### src/sv/trilinear_gather_scatter_store_core_macros.svh
// Assertion macros used by the controller RTL.
`ifndef TRILINEAR_GATHER_SCATTER_STORE_CORE_MACROS_SVH
`define TRILINEAR_GATHER_SCATTER_STORE_CORE_MACROS_SVH

// Checked at every edge, reset included.
`define TGSS_ASSERT_ALWAYS(lbl, prop, msg) \
  lbl: assert property (@(posedge clk) prop) else $error(msg);

// Checked only while reset is low.
`define TGSS_ASSERT_RUN(lbl, prop, msg) \
  lbl: assert property (@(posedge clk) disable iff (rst) prop) else $error(msg);

`endif

### src/sv/tgss_pkg.sv
`default_nettype none

package tgss_pkg;

  localparam int POS_W   = 18;
  localparam int MUL_W   = 25;
  localparam int PROD_W  = 50;
  localparam int CHUNK_W = 24;
  localparam int OUT_W   = 32;

  typedef enum logic [1:0] {
    OP_LOAD    = 2'd0,
    OP_READ    = 2'd1,
    OP_GATHER  = 2'd2,
    OP_SCATTER = 2'd3
  } op_t;

  typedef struct packed {
    op_t                command;
    logic [5:0]         entry_address;
    logic signed [31:0] value;
    logic [POS_W-1:0]   pos_x;
    logic [POS_W-1:0]   pos_y;
    logic [POS_W-1:0]   pos_z;
    logic               shift_x;
    logic               shift_y;
    logic               shift_z;
  } cmd_beat_t;

  typedef struct packed {
    logic signed [31:0] result_value;
    logic               status;
  } rsp_beat_t;

  typedef enum logic [3:0] {
    ST_CLEAR,
    ST_IDLE,
    ST_DECODE,
    ST_LOAD,
    ST_RD_ISSUE,
    ST_RD_TAKE,
    ST_W1,
    ST_W2,
    ST_W3,
    ST_M1,
    ST_M2,
    ST_TERM,
    ST_ACC,
    ST_DONE
  } state_t;

  typedef struct packed {
    logic clr_step;
    logic capture;
    logic decode;
    logic ld_write;
    logic rd_issue;
    logic rd_take;
    logic w1;
    logic w2;
    logic w3;
    logic m1;
    logic m2;
    logic term;
    logic acc;
    logic finish;
  } ctl_t;

  typedef struct packed {
    op_t  op;
    logic err;
    logic clr_last;
    logic corner_last;
    logic out_free;
  } sts_t;

endpackage

`default_nettype wire

### src/sv/tgss_ctrl.sv
`default_nettype none

`include "trilinear_gather_scatter_store_core_macros.svh"

module tgss_ctrl (
  input  wire logic          clk,
  input  wire logic          rst,
  input  wire tgss_pkg::sts_t sts,
  input  wire logic          cmd_valid,
  output logic               cmd_stall,
  output tgss_pkg::ctl_t     ctl
);

  tgss_pkg::state_t state, state_next;

  always_ff @(posedge clk) begin
    if (rst) begin
      state <= tgss_pkg::ST_CLEAR;
    end else begin
      state <= state_next;
    end
  end

  always_comb begin
    state_next = state;
    case (state)
      tgss_pkg::ST_CLEAR: begin
        if (sts.clr_last) state_next = tgss_pkg::ST_IDLE;
      end
      tgss_pkg::ST_IDLE: begin
        if (cmd_valid) state_next = tgss_pkg::ST_DECODE;
      end
      tgss_pkg::ST_DECODE: begin
        case (sts.op)
          tgss_pkg::OP_LOAD: state_next = tgss_pkg::ST_LOAD;
          tgss_pkg::OP_READ: state_next = tgss_pkg::ST_RD_ISSUE;
          default: state_next = sts.err ? tgss_pkg::ST_DONE : tgss_pkg::ST_W1;
        endcase
      end
      tgss_pkg::ST_LOAD:     state_next = tgss_pkg::ST_DONE;
      tgss_pkg::ST_RD_ISSUE: state_next = tgss_pkg::ST_RD_TAKE;
      tgss_pkg::ST_RD_TAKE:  state_next = tgss_pkg::ST_DONE;
      tgss_pkg::ST_W1:       state_next = tgss_pkg::ST_W2;
      tgss_pkg::ST_W2:       state_next = tgss_pkg::ST_W3;
      tgss_pkg::ST_W3:       state_next = tgss_pkg::ST_M1;
      tgss_pkg::ST_M1:       state_next = tgss_pkg::ST_M2;
      tgss_pkg::ST_M2:       state_next = tgss_pkg::ST_TERM;
      tgss_pkg::ST_TERM:     state_next = tgss_pkg::ST_ACC;
      tgss_pkg::ST_ACC: begin
        state_next = sts.corner_last ? tgss_pkg::ST_DONE : tgss_pkg::ST_W1;
      end
      tgss_pkg::ST_DONE: begin
        if (sts.out_free) state_next = tgss_pkg::ST_IDLE;
      end
      default: state_next = tgss_pkg::ST_CLEAR;
    endcase
  end

  always_comb begin
    ctl       = '0;
    cmd_stall = 1'b1;
    case (state)
      tgss_pkg::ST_CLEAR:    ctl.clr_step = 1'b1;
      tgss_pkg::ST_IDLE: begin
        cmd_stall   = 1'b0;
        ctl.capture = cmd_valid;
      end
      tgss_pkg::ST_DECODE:   ctl.decode   = 1'b1;
      tgss_pkg::ST_LOAD:     ctl.ld_write = 1'b1;
      tgss_pkg::ST_RD_ISSUE: ctl.rd_issue = 1'b1;
      tgss_pkg::ST_RD_TAKE:  ctl.rd_take  = 1'b1;
      tgss_pkg::ST_W1:       ctl.w1       = 1'b1;
      tgss_pkg::ST_W2:       ctl.w2       = 1'b1;
      tgss_pkg::ST_W3:       ctl.w3       = 1'b1;
      tgss_pkg::ST_M1:       ctl.m1       = 1'b1;
      tgss_pkg::ST_M2:       ctl.m2       = 1'b1;
      tgss_pkg::ST_TERM:     ctl.term     = 1'b1;
      tgss_pkg::ST_ACC:      ctl.acc      = 1'b1;
      tgss_pkg::ST_DONE:     ctl.finish   = sts.out_free;
      default: ctl = '0;
    endcase
  end

  `TGSS_ASSERT_ALWAYS(a_reset_clears, rst |=> state == tgss_pkg::ST_CLEAR, "reset did not start clear pass")
  `TGSS_ASSERT_RUN(a_last_corner, (state == tgss_pkg::ST_ACC && sts.corner_last) |=> state == tgss_pkg::ST_DONE, "eighth corner did not end the walk")
  `TGSS_ASSERT_RUN(a_done_frees, (state == tgss_pkg::ST_DONE && sts.out_free) |=> state == tgss_pkg::ST_IDLE, "finished item did not release the input")

endmodule

`default_nettype wire

### config.mk
export PLATFORM = sky130hd
export DESIGN_NAME = tgss_ctrl
export DESIGN_NICKNAME = d
export VERILOG_FILES = /design/src/sv/tgss_pkg.sv /design/src/sv/tgss_ctrl.sv
export VERILOG_INCLUDE_DIRS = /design/src /design/src/sv
export SDC_FILE = /design/constraint.sdc
export NUM_CORES = 1
export LEC_CHECK = 0
export BUFFER_PORTS_ARGS = -buffer_cell sky130_fd_sc_hd__buf_2
export CAP_MARGIN = 20
export CORE_AREA = 2 2 39 41
export CTS_CLUSTER_SIZE = 8
export DETAILED_ROUTE_END_ITERATION = 10
export DIE_AREA = 0 0 41 43
export GPL_TIMING_DRIVEN = 0
export PLACE_DENSITY = 0.72
export SYNTH_ARGS = -nofsm -noshare
export SYNTH_HDL_FRONTEND = slang
export SYNTH_SLANG_ARGS = --single-unit
### constraint.sdc
create_clock -name clk -period 1.4 [get_ports clk]
set_input_delay 0.07 -clock clk [delete_from_list [all_inputs] [get_ports clk]]
set_output_delay 0.07 -clock clk [all_outputs]
set_load 0.1 [all_outputs]
=== Word level (Yosys, flattened, before mapping) ===
Index checks and enable logic that the tools add are counted.

* Register bits: 4
* Output and inout bits: 15
* Word-level logic and storage cells: 44

* Multiplexer cells: 22
* Reduce and logical (&&, ||, !) cells: 4
* Equal/unequal tests: 17

{| class="wikitable"
|+ Operators by type and width
! cell !! number
|-
| $pmux W4 S13 || 1
|-
| $eq A4 B4 Y1 const B || 6
|-
| $mux W4 || 5
|-
| $eq A4 B3 Y1 const B || 4
|-
| $mux W1 || 15
|-
| $eq A4 B2 Y1 const B || 2
|-
| $pmux W4 S2 || 1
|-
| $ne A2 B2 Y1 const B || 3
|-
| $eq A4 B1 Y1 const B || 1
|-
| $logic_not A4 Y1 || 1
|-
| $reduce_and A3 Y1 || 1
|-
| $eq A2 B1 Y1 const B || 1
|-
| $logic_not A2 Y1 || 1
|-
| $reduce_or A2 Y1 || 1
|}

=== Longest topological paths before layout ===
Gate-level depths: netlist of the first run.

* Word-level depth: 3
* Gate-level depth with buffers: 5
* Depth with buffers taken out: 3

=== Worst setup path before layout of the first run ===
No wires, ideal clock.

* Path type: reg2reg
* Start: register state[2]
* End: register state[0]
* Arrival time: 3.817 ns
* Cell stages (with the launch flop): 4
* Data required time: 1.262 ns
* Setup slack: -2.555 ns
* Buffers on the path: 0
* Library setup time: 0.138 ns
* Path through: dfxtp_1 -> nor4_1 -> a211o_1 -> a41oi_1

* Word-level cells in the longest chain between the ends: 3

{| class="wikitable"
|+ RTL lines
! item !! RTL line !! source
|-
| start: declaration || tgss_ctrl.sv:14 || <nowiki>tgss_pkg::state_t state, state_next;</nowiki>
|-
| start signal: assignment || tgss_ctrl.sv:18 || <nowiki>state <= tgss_pkg::ST_CLEAR;</nowiki>
|-
| start signal: assignment || tgss_ctrl.sv:20 || <nowiki>state <= state_next;</nowiki>
|-
| $eq A4 B3 Y1, or another cell as far along || tgss_ctrl.sv:26 || <nowiki>case (state)</nowiki>
|-
| $reduce_or A2 Y1 (no source line) / $ne A2 B2 Y1 (equally long branches) || -- ||
|-
| $pmux W4 S13 / $reduce_and A3 Y1 (equally long branches) || -- ||
|}

Several ways; a longest one is shown, not always the timed one.
A chain may end at the register's enable or synchronous reset.

==> report_table.html, run 1 <==
<table>
<tr><th>Metric</th><th>Value</th></tr>
<tr><th colspan="2">Finish</th></tr>
<tr><td>Largest registers</td><td>state (4)</td></tr>
<tr><td>Fraction of final layout cells with drive strength greater than 1</td><td>0.728</td></tr>
<tr><td>Flip-flop count of the largest register, all copies and words added</td><td>4</td></tr>
<tr><td>Register ranked first by flip-flop count</td><td>state</td></tr>
<tr><td>Layout area overhead</td><td>144%</td></tr>
<tr><td>Post-layout nets</td><td>114</td></tr>
<tr><td>Antenna cells</td><td>0</td></tr>
<tr><td>Final non-filler cell total</td><td>119</td></tr>
<tr><th colspan="2">Run</th></tr>
<tr><td>Max capacitance violation total</td><td>0</td></tr>
<tr><th colspan="2">GRT</th></tr>
<tr><td>Wire length of the first global-routing pass</td><td>2630 um</td></tr>
<tr><td>Number of global-route vias before repair</td><td>602</td></tr>
<tr><td>Pin count of the biggest net entering global routing</td><td>11</td></tr>
<tr><td>Overall routing resource usage</td><td>0.218</td></tr>
<tr><td>Total grt overflow</td><td>0</td></tr>
<tr><td>Number of antenna violations at the first check in global routing</td><td>0</td></tr>
<tr><th colspan="2">Power</th></tr>
<tr><td>Total internal power</td><td>1.07 mW</td></tr>
<tr><td>Net load switching power</td><td>1.42 mW</td></tr>
<tr><td>Total power</td><td>2.49 mW</td></tr>
<tr><td>Power per cell area</td><td>2230 nW/um^2</td></tr>
<tr><td>Cell leakage power</td><td>0.438 nW</td></tr>
<tr><td>Share of power burned in registers</td><td>0.106</td></tr>
<tr><td>Proportion of power drawn by the clock network</td><td>0.063</td></tr>
<tr><td>Sw frac</td><td>0.571</td></tr>
<tr><td>Maximum vdd ir drop</td><td>1470 uV</td></tr>
<tr><td>Combinational fraction of design power</td><td>0.831</td></tr>
<tr><th colspan="2">Synthesis</th></tr>
<tr><td>Sequential element share of the synthesized area</td><td>0.174</td></tr>
<tr><td>Area contributors post-synth</td><td>sky130_fd_sc_hd__dfxtp_1 (17%), sky130_fd_sc_hd__nor3_1 (6.5%), sky130_fd_sc_hd__nor2_1 (6.5%)</td></tr>
<tr><td>Synthesized instance count</td><td>64</td></tr>
<tr><td>Post-synthesis instance area</td><td>459 um^2</td></tr>
<tr><td>Synth Warn #</td><td>0</td></tr>
<tr><td>Synth top area share</td><td>0.174</td></tr>
<tr><td>Count of different cell masters after synthesis</td><td>32</td></tr>
<tr><td>Synth Net Count</td><td>73</td></tr>
<tr><td>Average size of a mapped cell</td><td>7.17 um^2</td></tr>
<tr><td>Post-synthesis sequential element count</td><td>4</td></tr>
<tr><td>Cell taking the most area after synthesis</td><td>sky130_fd_sc_hd__dfxtp_1</td></tr>
<tr><th colspan="2">Timing</th></tr>
<tr><td>Max-Slew Margin vs Limit</td><td>0.815</td></tr>
<tr><td>Final worst-path setup slack</td><td>-22.7 ps</td></tr>
<tr><td>Fin. Hold Viols</td><td>0</td></tr>
<tr><td>Worst Max-Slew Pin Slew</td><td>280 ps</td></tr>
<tr><td>Finish-stage setup viols</td><td>5</td></tr>
<tr><td>Max Transition Viols Final</td><td>0</td></tr>
<tr><td>Period minus WS final</td><td>1420 ps</td></tr>
<tr><td>Setup skew after layout</td><td>5.00 ps</td></tr>
<tr><td>Highest attainable clock frequency</td><td>703 MHz</td></tr>
<tr><td>Final setup TNS</td><td>-67.1 ps</td></tr>
<tr><td>RSZ-0062 raised after global routing</td><td>yes</td></tr>
<tr><td>Final worst-path cycle share</td><td>1.02</td></tr>
<tr><th colspan="2">CTS</th></tr>
<tr><td>Clk pin slew, worst setup/hold paths</td><td>40 ps</td></tr>
<tr><td>H-tree lvl count</td><td>1</td></tr>
<tr><td>Clock Latency Late Sink</td><td>250 ps</td></tr>
<tr><td>Number of buffers added by the clock tree synthesis step</td><td>3</td></tr>
<tr><td>Max Buffers Root-to-Sink</td><td>2</td></tr>
<tr><td>CTS hold repair buffers</td><td>0</td></tr>
<tr><td>Root cell of the clock tree</td><td>sky130_fd_sc_hd__clkbuf_4</td></tr>
<tr><td>Sink Count</td><td>4</td></tr>
<tr><td>CTS tree</td><td>done</td></tr>
<tr><th colspan="2">Worst setup path</th></tr>
<tr><td>Crit path max-delay family</td><td>buffers and inverters</td></tr>
<tr><td>Highest cell delay on the worst timing path</td><td>310 ps</td></tr>
<tr><td>Crit start category</td><td>register</td></tr>
<tr><td>Crit. End Element</td><td>primary output</td></tr>
<tr><td>Critical path class</td><td>reg -&gt; out</td></tr>
<tr><td>CP arrival</td><td>1350 ps</td></tr>
<tr><td>CP max FO</td><td>7</td></tr>
<tr><td>Combined buffer and inverter count along the critical path</td><td>3</td></tr>
<tr><td>Slack of the worst reg-to-reg path</td><td>40 ps</td></tr>
<tr><td>Critical-path cell list</td><td>buf_6 -&gt; clkbuf_16 -&gt; nor2_4 -&gt; and3_4 -&gt; buf_12</td></tr>
<tr><td>Required time at the endpoint of the critical path</td><td>1330 ps</td></tr>
<tr><td>CP max-delay cell</td><td>sky130_fd_sc_hd__dfxtp_2</td></tr>
<tr><th colspan="2">Status</th></tr>
<tr><td>Violations in the final reports</td><td>negative setup slack</td></tr>
<tr><td>Status</td><td>finished, violations left</td></tr>
<tr><th colspan="2">Routing</th></tr>
<tr><td># DRC</td><td>0</td></tr>
<tr><td>Total via count after detailed routing</td><td>703</td></tr>
<tr><td>Routed vias/inst</td><td>5.91</td></tr>
<tr><td>Initial DRC Count</td><td>15</td></tr>
<tr><td>Detailed-route wire length per cell</td><td>15.9 um</td></tr>
<tr><td>Sum of routed wire length over all layers</td><td>1890 um</td></tr>
<tr><td>Post-DRT Antenna Nets</td><td>0</td></tr>
<tr><td>Initial DRT Pass Iterations</td><td>5</td></tr>
<tr><th colspan="2">Placed design</th></tr>
<tr><td>Detailed Place HPWL</td><td>1080 um</td></tr>
<tr><td>Final Wtd Congestion</td><td>0.745</td></tr>
<tr><td>Number of placed instances with taps included</td><td>103</td></tr>
<tr><td>Worst-case setup slack after placement</td><td>-271 ps</td></tr>
<tr><td>Number of buffers inserted by port buffering</td><td>23</td></tr>
<tr><th colspan="2">Floorplan</th></tr>
<tr><td>Die span in y</td><td>43 um</td></tr>
<tr><td>Std cell rows</td><td>14</td></tr>
<tr><td>I/O pin cnt</td><td>24</td></tr>
<tr><td>Starting utilization of the core area</td><td>0.332</td></tr>
<tr><td>Die X</td><td>41 um</td></tr>
<tr><td>DIE AREA</td><td>1760 um^2</td></tr>
<tr><td>Core Area</td><td>1380 um^2</td></tr>
<tr><th colspan="2">Hold path</th></tr>
<tr><td>Worst hold path class</td><td>in -&gt; reg</td></tr>
</table>
cell usage after synthesis:
cell                        count
sky130_fd_sc_hd__nor2_1         8
sky130_fd_sc_hd__nand2_1        6
sky130_fd_sc_hd__nor3_1         6
sky130_fd_sc_hd__dfxtp_1        4
sky130_fd_sc_hd__inv_1          4
sky130_fd_sc_hd__o211ai_1       4
sky130_fd_sc_hd__buf_2          3
sky130_fd_sc_hd__a21oi_1        2
sky130_fd_sc_hd__and3_1         2
sky130_fd_sc_hd__nand2b_1       2
sky130_fd_sc_hd__o21ai_0        2
sky130_fd_sc_hd__a211o_1        1
sky130_fd_sc_hd__a21o_1         1
sky130_fd_sc_hd__a221o_1        1
sky130_fd_sc_hd__a311oi_2       1
sky130_fd_sc_hd__a31oi_1        1
sky130_fd_sc_hd__a32oi_1        1
sky130_fd_sc_hd__a41oi_1        1
sky130_fd_sc_hd__and2b_1        1
sky130_fd_sc_hd__and3b_1        1
sky130_fd_sc_hd__and4bb_2       1
sky130_fd_sc_hd__buf_4          1
sky130_fd_sc_hd__clkbuf_1       1
sky130_fd_sc_hd__mux2i_1        1
sky130_fd_sc_hd__nand2b_4       1
sky130_fd_sc_hd__nor2b_1        1
sky130_fd_sc_hd__nor4_1         1
sky130_fd_sc_hd__nor4b_2        1
sky130_fd_sc_hd__o2111ai_1      1
sky130_fd_sc_hd__o21a_1         1
sky130_fd_sc_hd__o21ba_2        1
sky130_fd_sc_hd__or3b_1         1
per-layer routing:
layer,vias to the layer above,part of all wire,routed length [um],track usage
li1,320,-,-,-
met1,327,0.38,725,0.265
met2,43,0.50,951,0.341
met3,13,0.076,143,0.0419
met4,0,0.038,72,0.120
met5,-,0,0,0
kinds of logic (layout without fill, tap and decap cells):
family / count (synthesis) / after routing / share of synthesized area
AOI/OAI and AO/OA: 18 / 18 / 0.308
buffers and inverters: 9 / 48 / 0.0899
DFF: 4 / 4 / 0.174
muxes: 1 / 1 / 0.0218
and+or+nand+nor: 32 / 32 / 0.406
power groups by stage:
stage	logic [mW]	clock network, mW	registers (mW)
6_report	2.07	0.157	0.266
2_1_floorplan	1.31	0	0.231
3_3_place_gp	1.46	0	0.250
3_5_place_dp	1.48	0	0.256
5_1_grt	2.16	0.157	0.268
4_1_cts	1.74	0.155	0.274
path summary, 6_finish.rpt:
kind | depth (start not counted) | end | start
worst max register to register | 5 | state[1] | state[3]
worst min-delay path | 2 | state[3] | rst
worst max-delay path | 5 | ctl[12] | state[3]
worst min register to register | 3 | state[2] | state[1]
area by class of cell:
type	instances	area (um^2)
plain buffers	5	86.3
clock buffers	3	22.5
fillers	91	265
inverters	4	18.8
multi-input cells	51	522
flip-flops and latches	4	92.6
well taps	16	20.0
repair buffers	36	357
stage by stage:
stage / utilization / hold WS (ps) / instance area, um^2
global placement: 0.542 / 260 / 751
floorplan: - / 132 / 616
global route: 0.808 / 22.9 / 1120
CTS: 0.712 / 6.72 / 986
finish: 0.808 / 12.0 / 1120
detailed placement: 0.542 / 261 / 751
cells in the final DEF (no fill, tap or decap), types with 2 or more instances in the layout:
| cell | count |
|---|---|
| sky130_fd_sc_hd__buf_4 | 16 |
| sky130_fd_sc_hd__buf_8 | 2 |
| sky130_fd_sc_hd__dfxtp_4 | 3 |
| sky130_fd_sc_hd__nand2_4 | 2 |
| sky130_fd_sc_hd__buf_6 | 6 |
| sky130_fd_sc_hd__buf_2 | 8 |
| sky130_fd_sc_hd__buf_12 | 8 |
| sky130_fd_sc_hd__inv_1 | 2 |
| sky130_fd_sc_hd__o21ai_0 | 2 |
| sky130_fd_sc_hd__nand2_1 | 2 |
| sky130_fd_sc_hd__nor2_4 | 7 |
| sky130_fd_sc_hd__nor3_4 | 5 |
| sky130_fd_sc_hd__a21oi_1 | 2 |
| sky130_fd_sc_hd__nand2b_4 | 2 |
| sky130_fd_sc_hd__o211ai_1 | 4 |
| sky130_fd_sc_hd__clkbuf_4 | 3 |
repair_timing:
| action | CTS | global route |
|---|---|---|
| endpoints found under the hold margin | 0 | 0 |
| buffers inserted | 4 | 9 |
| cloned | 0 | 0 |
| pin swaps | 2 | 8 |
| endpoints found under the setup margin | 15 | 12 |
| gates resized for setup | 52 | 16 |
(Power assumes the default switching activity.)
==> run 2: changes to the inputs <==
--- a/config.mk
+++ b/config.mk
@@ -13,7 +13,7 @@
 export DETAILED_ROUTE_END_ITERATION = 10
 export DIE_AREA = 0 0 41 43
 export GPL_TIMING_DRIVEN = 0
-export PLACE_DENSITY = 0.72
+export PLACE_DENSITY = 0.74
 export SYNTH_ARGS = -nofsm -noshare
 export SYNTH_HDL_FRONTEND = slang
 export SYNTH_SLANG_ARGS = --single-unit
==> constraint.sdc (replaced) <==
create_clock -name clk -period 1.2 [get_ports clk]
set_input_delay 0.06 -clock clk [delete_from_list [all_inputs] [get_ports clk]]
set_output_delay 0.06 -clock clk [all_outputs]
set_load 0.1 [all_outputs]
==> run 2 against run 1 <==
  * The flow still finishes with violations (negative setup slack)
  * Non-clock buffer count up 11
  * Clock power up 27%
  * Routed wire length up 82%
  * Via count up 22%
  * Clock-buffer cell count unchanged
  * Worst setup slack worse by 240 ps
  * Register-to-register slack worse by 300 ps
  * Sequential cell count unchanged
  * Critical path type is now reg -> reg
  * Largest cell class is now non-clock buffers
==> report_table.html, run 2 (synthesis results as in run 1) <==
<table>
<tr><th>Metric</th><th>Value</th></tr>
<tr><th colspan="2">Status</th></tr>
<tr><td>Status</td><td>finished, violations left</td></tr>
<tr><td>Violations in the final reports</td><td>negative setup slack</td></tr>
<tr><th colspan="2">Run</th></tr>
<tr><td>Max capacitance violation total</td><td>0</td></tr>
<tr><th colspan="2">Worst setup path</th></tr>
<tr><td>Slack of the worst reg-to-reg path</td><td>-260 ps</td></tr>
<tr><td>Reg2Reg Capture Point</td><td>state[3]</td></tr>
<tr><td>Critical Path Source</td><td>state[3]</td></tr>
<tr><td>Setup crit end</td><td>state[3]</td></tr>
<tr><td>Critical path class</td><td>reg -&gt; reg</td></tr>
<tr><td>Reg2reg start</td><td>state[3]</td></tr>
<tr><td>CP arrival</td><td>1630 ps</td></tr>
<tr><td>CP max FO</td><td>7</td></tr>
<tr><td>Combined buffer and inverter count along the critical path</td><td>4</td></tr>
<tr><td>Highest cell delay on the worst timing path</td><td>320 ps</td></tr>
<tr><td>Stages on worst setup path</td><td>7</td></tr>
<tr><td>Crit path max-delay family</td><td>buffers and inverters</td></tr>
<tr><td>Critical-path cell list</td><td>buf_6 -&gt; clkbuf_16 -&gt; buf_4 -&gt; buf_4 -&gt; o211ai_1 -&gt; o211ai_1 -&gt; a31oi_1</td></tr>
<tr><td>CP max-delay cell</td><td>sky130_fd_sc_hd__dfxtp_2</td></tr>
<tr><td>Crit start category</td><td>register</td></tr>
<tr><td>Logic depth of the worst register-to-register path</td><td>7</td></tr>
<tr><td>Crit. End Element</td><td>register</td></tr>
<tr><td>Required time at the endpoint of the critical path</td><td>1370 ps</td></tr>
<tr><th colspan="2">Floorplan</th></tr>
<tr><td>Std cell rows</td><td>14</td></tr>
<tr><td>I/O pin cnt</td><td>24</td></tr>
<tr><td>Die span in y</td><td>43 um</td></tr>
<tr><td>Die X</td><td>41 um</td></tr>
<tr><td>DIE AREA</td><td>1760 um^2</td></tr>
<tr><td>Starting utilization of the core area</td><td>0.332</td></tr>
<tr><td>Core Area</td><td>1380 um^2</td></tr>
<tr><th colspan="2">Timing</th></tr>
<tr><td>Final worst-path setup slack</td><td>-264 ps</td></tr>
<tr><td>RSZ-0062 raised after global routing</td><td>yes</td></tr>
<tr><td>Max-Slew Margin vs Limit</td><td>0.797</td></tr>
<tr><td>Fin. Hold Viols</td><td>0</td></tr>
<tr><td>Final setup TNS</td><td>-3300 ps</td></tr>
<tr><td>Period minus WS final</td><td>1460 ps</td></tr>
<tr><td>Worst Max-Slew Pin Slew</td><td>303 ps</td></tr>
<tr><td>Fin Hold WS</td><td>26.7 ps</td></tr>
<tr><td>Finish-stage setup viols</td><td>19</td></tr>
<tr><td>Highest attainable clock frequency</td><td>683 MHz</td></tr>
<tr><td>Setup skew after layout</td><td>11.6 ps</td></tr>
<tr><td>Final worst-path cycle share</td><td>1.22</td></tr>
<tr><td>Max Transition Viols Final</td><td>0</td></tr>
<tr><th colspan="2">Power</th></tr>
<tr><td>Cell leakage power</td><td>0.548 nW</td></tr>
<tr><td>Total power</td><td>3.60 mW</td></tr>
<tr><td>Maximum vdd ir drop</td><td>1700 uV</td></tr>
<tr><td>Power per cell area</td><td>2690 nW/um^2</td></tr>
<tr><th colspan="2">Finish</th></tr>
<tr><td>Register ranked first by flip-flop count</td><td>state</td></tr>
<tr><td>Fraction of final layout cells with drive strength greater than 1</td><td>0.781</td></tr>
<tr><td>Filler cell count in the final layout</td><td>28</td></tr>
<tr><td>Most frequent cells in the layout</td><td>sky130_fd_sc_hd__buf_4 (16), sky130_fd_sc_hd__buf_12 (15), sky130_fd_sc_hd__buf_6 (9), sky130_fd_sc_hd__buf_2 (9), sky130_fd_sc_hd__nor2_4 (7)</td></tr>
<tr><td>Flip-flop count of the largest register, all copies and words added</td><td>4</td></tr>
<tr><td>Post-layout nets</td><td>125</td></tr>
<tr><td>Final instance area</td><td>1340 um^2</td></tr>
<tr><td>Antenna cells</td><td>0</td></tr>
<tr><td>Reg area</td><td>92.6 um^2</td></tr>
<tr><td>Largest registers</td><td>state (4)</td></tr>
<tr><td>Total area of multi-input combinational cells</td><td>548 um^2</td></tr>
<tr><td>Layout area overhead</td><td>191%</td></tr>
<tr><td>Commonest non-fill, non-tap cell in the layout</td><td>sky130_fd_sc_hd__buf_4</td></tr>
<tr><th colspan="2">CTS</th></tr>
<tr><td>Max Buffers Root-to-Sink</td><td>2</td></tr>
<tr><td>Clock Latency Late Sink</td><td>260 ps</td></tr>
<tr><td>H-tree lvl count</td><td>1</td></tr>
<tr><td>Clk pin slew, worst setup/hold paths</td><td>40 ps</td></tr>
<tr><td>Number of buffers added by the clock tree synthesis step</td><td>3</td></tr>
<tr><td>CTS tree</td><td>done</td></tr>
<tr><td>Root cell of the clock tree</td><td>sky130_fd_sc_hd__clkbuf_4</td></tr>
<tr><td>CTS hold repair buffers</td><td>0</td></tr>
<tr><td>Sink Count</td><td>4</td></tr>
<tr><th colspan="2">Hold path</th></tr>
<tr><td>Worst hold path class</td><td>in -&gt; reg</td></tr>
<tr><th colspan="2">Routing</th></tr>
<tr><td># DRC</td><td>0</td></tr>
<tr><td>Initial DRC Count</td><td>39</td></tr>
<tr><td>Detailed-route wire length per cell</td><td>26.5 um</td></tr>
<tr><td>Total via count after detailed routing</td><td>857</td></tr>
<tr><td>Post-DRT Antenna Nets</td><td>0</td></tr>
<tr><td>Sum of routed wire length over all layers</td><td>3440 um</td></tr>
<tr><td>Initial DRT Pass Iterations</td><td>4</td></tr>
<tr><td>Routed vias/inst</td><td>6.59</td></tr>
<tr><th colspan="2">GRT</th></tr>
<tr><td>Total grt overflow</td><td>0</td></tr>
<tr><td>Number of antenna violations at the first check in global routing</td><td>0</td></tr>
<tr><td>Met3 usage in global routing</td><td>0.0576</td></tr>
<tr><td>Met2 routing resource usage after global routing</td><td>0.678</td></tr>
<tr><td>Pin count of the biggest net entering global routing</td><td>8</td></tr>
<tr><td>Global routing's busiest layer</td><td>met2</td></tr>
<tr><td>Overall routing resource usage</td><td>0.380</td></tr>
<tr><td>Number of global-route vias before repair</td><td>842</td></tr>
<tr><td>Global routing met1 resource utilization</td><td>0.408</td></tr>
<tr><td>Wire length of the first global-routing pass</td><td>4330 um</td></tr>
<tr><th colspan="2">Placed design</th></tr>
<tr><td>Detailed Place HPWL</td><td>1050 um</td></tr>
<tr><td>Post-placement cell area</td><td>756 um^2</td></tr>
<tr><td>Number of buffers inserted by port buffering</td><td>23</td></tr>
<tr><td>Final Wtd Congestion</td><td>0.743</td></tr>
</table>
run 2: cell count changes in the layout (fill, tap and decap cells not counted), sizes merged:
| cell | change |
|---|---|
| buf | +11 |
run 2: power by group:
group / total (mW) / switching (mW) / internal [mW]
combinational: 3.08 / 1.79 / 1.28
sequential: 0.324 / 0.119 / 0.205
clock: 0.199 / 0.0848 / 0.114
run 2: routing by layer:
metal,up-vias,routed length [um],part of all wire
met5,-,0,0
met4,0,220,0.064
met3,28,370,0.11
met2,92,1670,0.49
met1,396,1180,0.34
li1,341,-,-
run 2: metrics by stage:
step           cells  setup slack (ps)  utilization
3_5_place_dp     103              -536        0.546
2_1_floorplan     64              -810            -
5_1_grt          130              -305        0.966
3_3_place_gp     103              -495        0.546
4_1_cts          127              -172        0.932
6_report         130              -264        0.966
run 2: cell type report:
class	count	area share
Timing Repair Buffer	47	0.406
Sequential cell	4	0.0693
Tap cell	16	0.0150
Buffer	5	0.0684
Inverter	4	0.0140
Multi-Input combinational cell	51	0.410
Clock buffer	3	0.0169
run 2: worst min path at each step:
stage,slack (ps),cells after the start,end,start
3_5_place_dp,250,2,state[2],rst
3_3_place_gp,250,2,state[2],rst
5_1_grt,20,2,state[3],rst
4_1_cts,1,2,state[3],rst
2_1_floorplan,120,1,state[2],rst
6_report,30,2,state[3],rst
run 2: what timing repair did:
action,4_1_cts,5_1_grt
pin swaps,13,10
cloned,2,0
gates resized for setup,92,5
buffers inserted,19,3
setup endpoints to repair,19,18
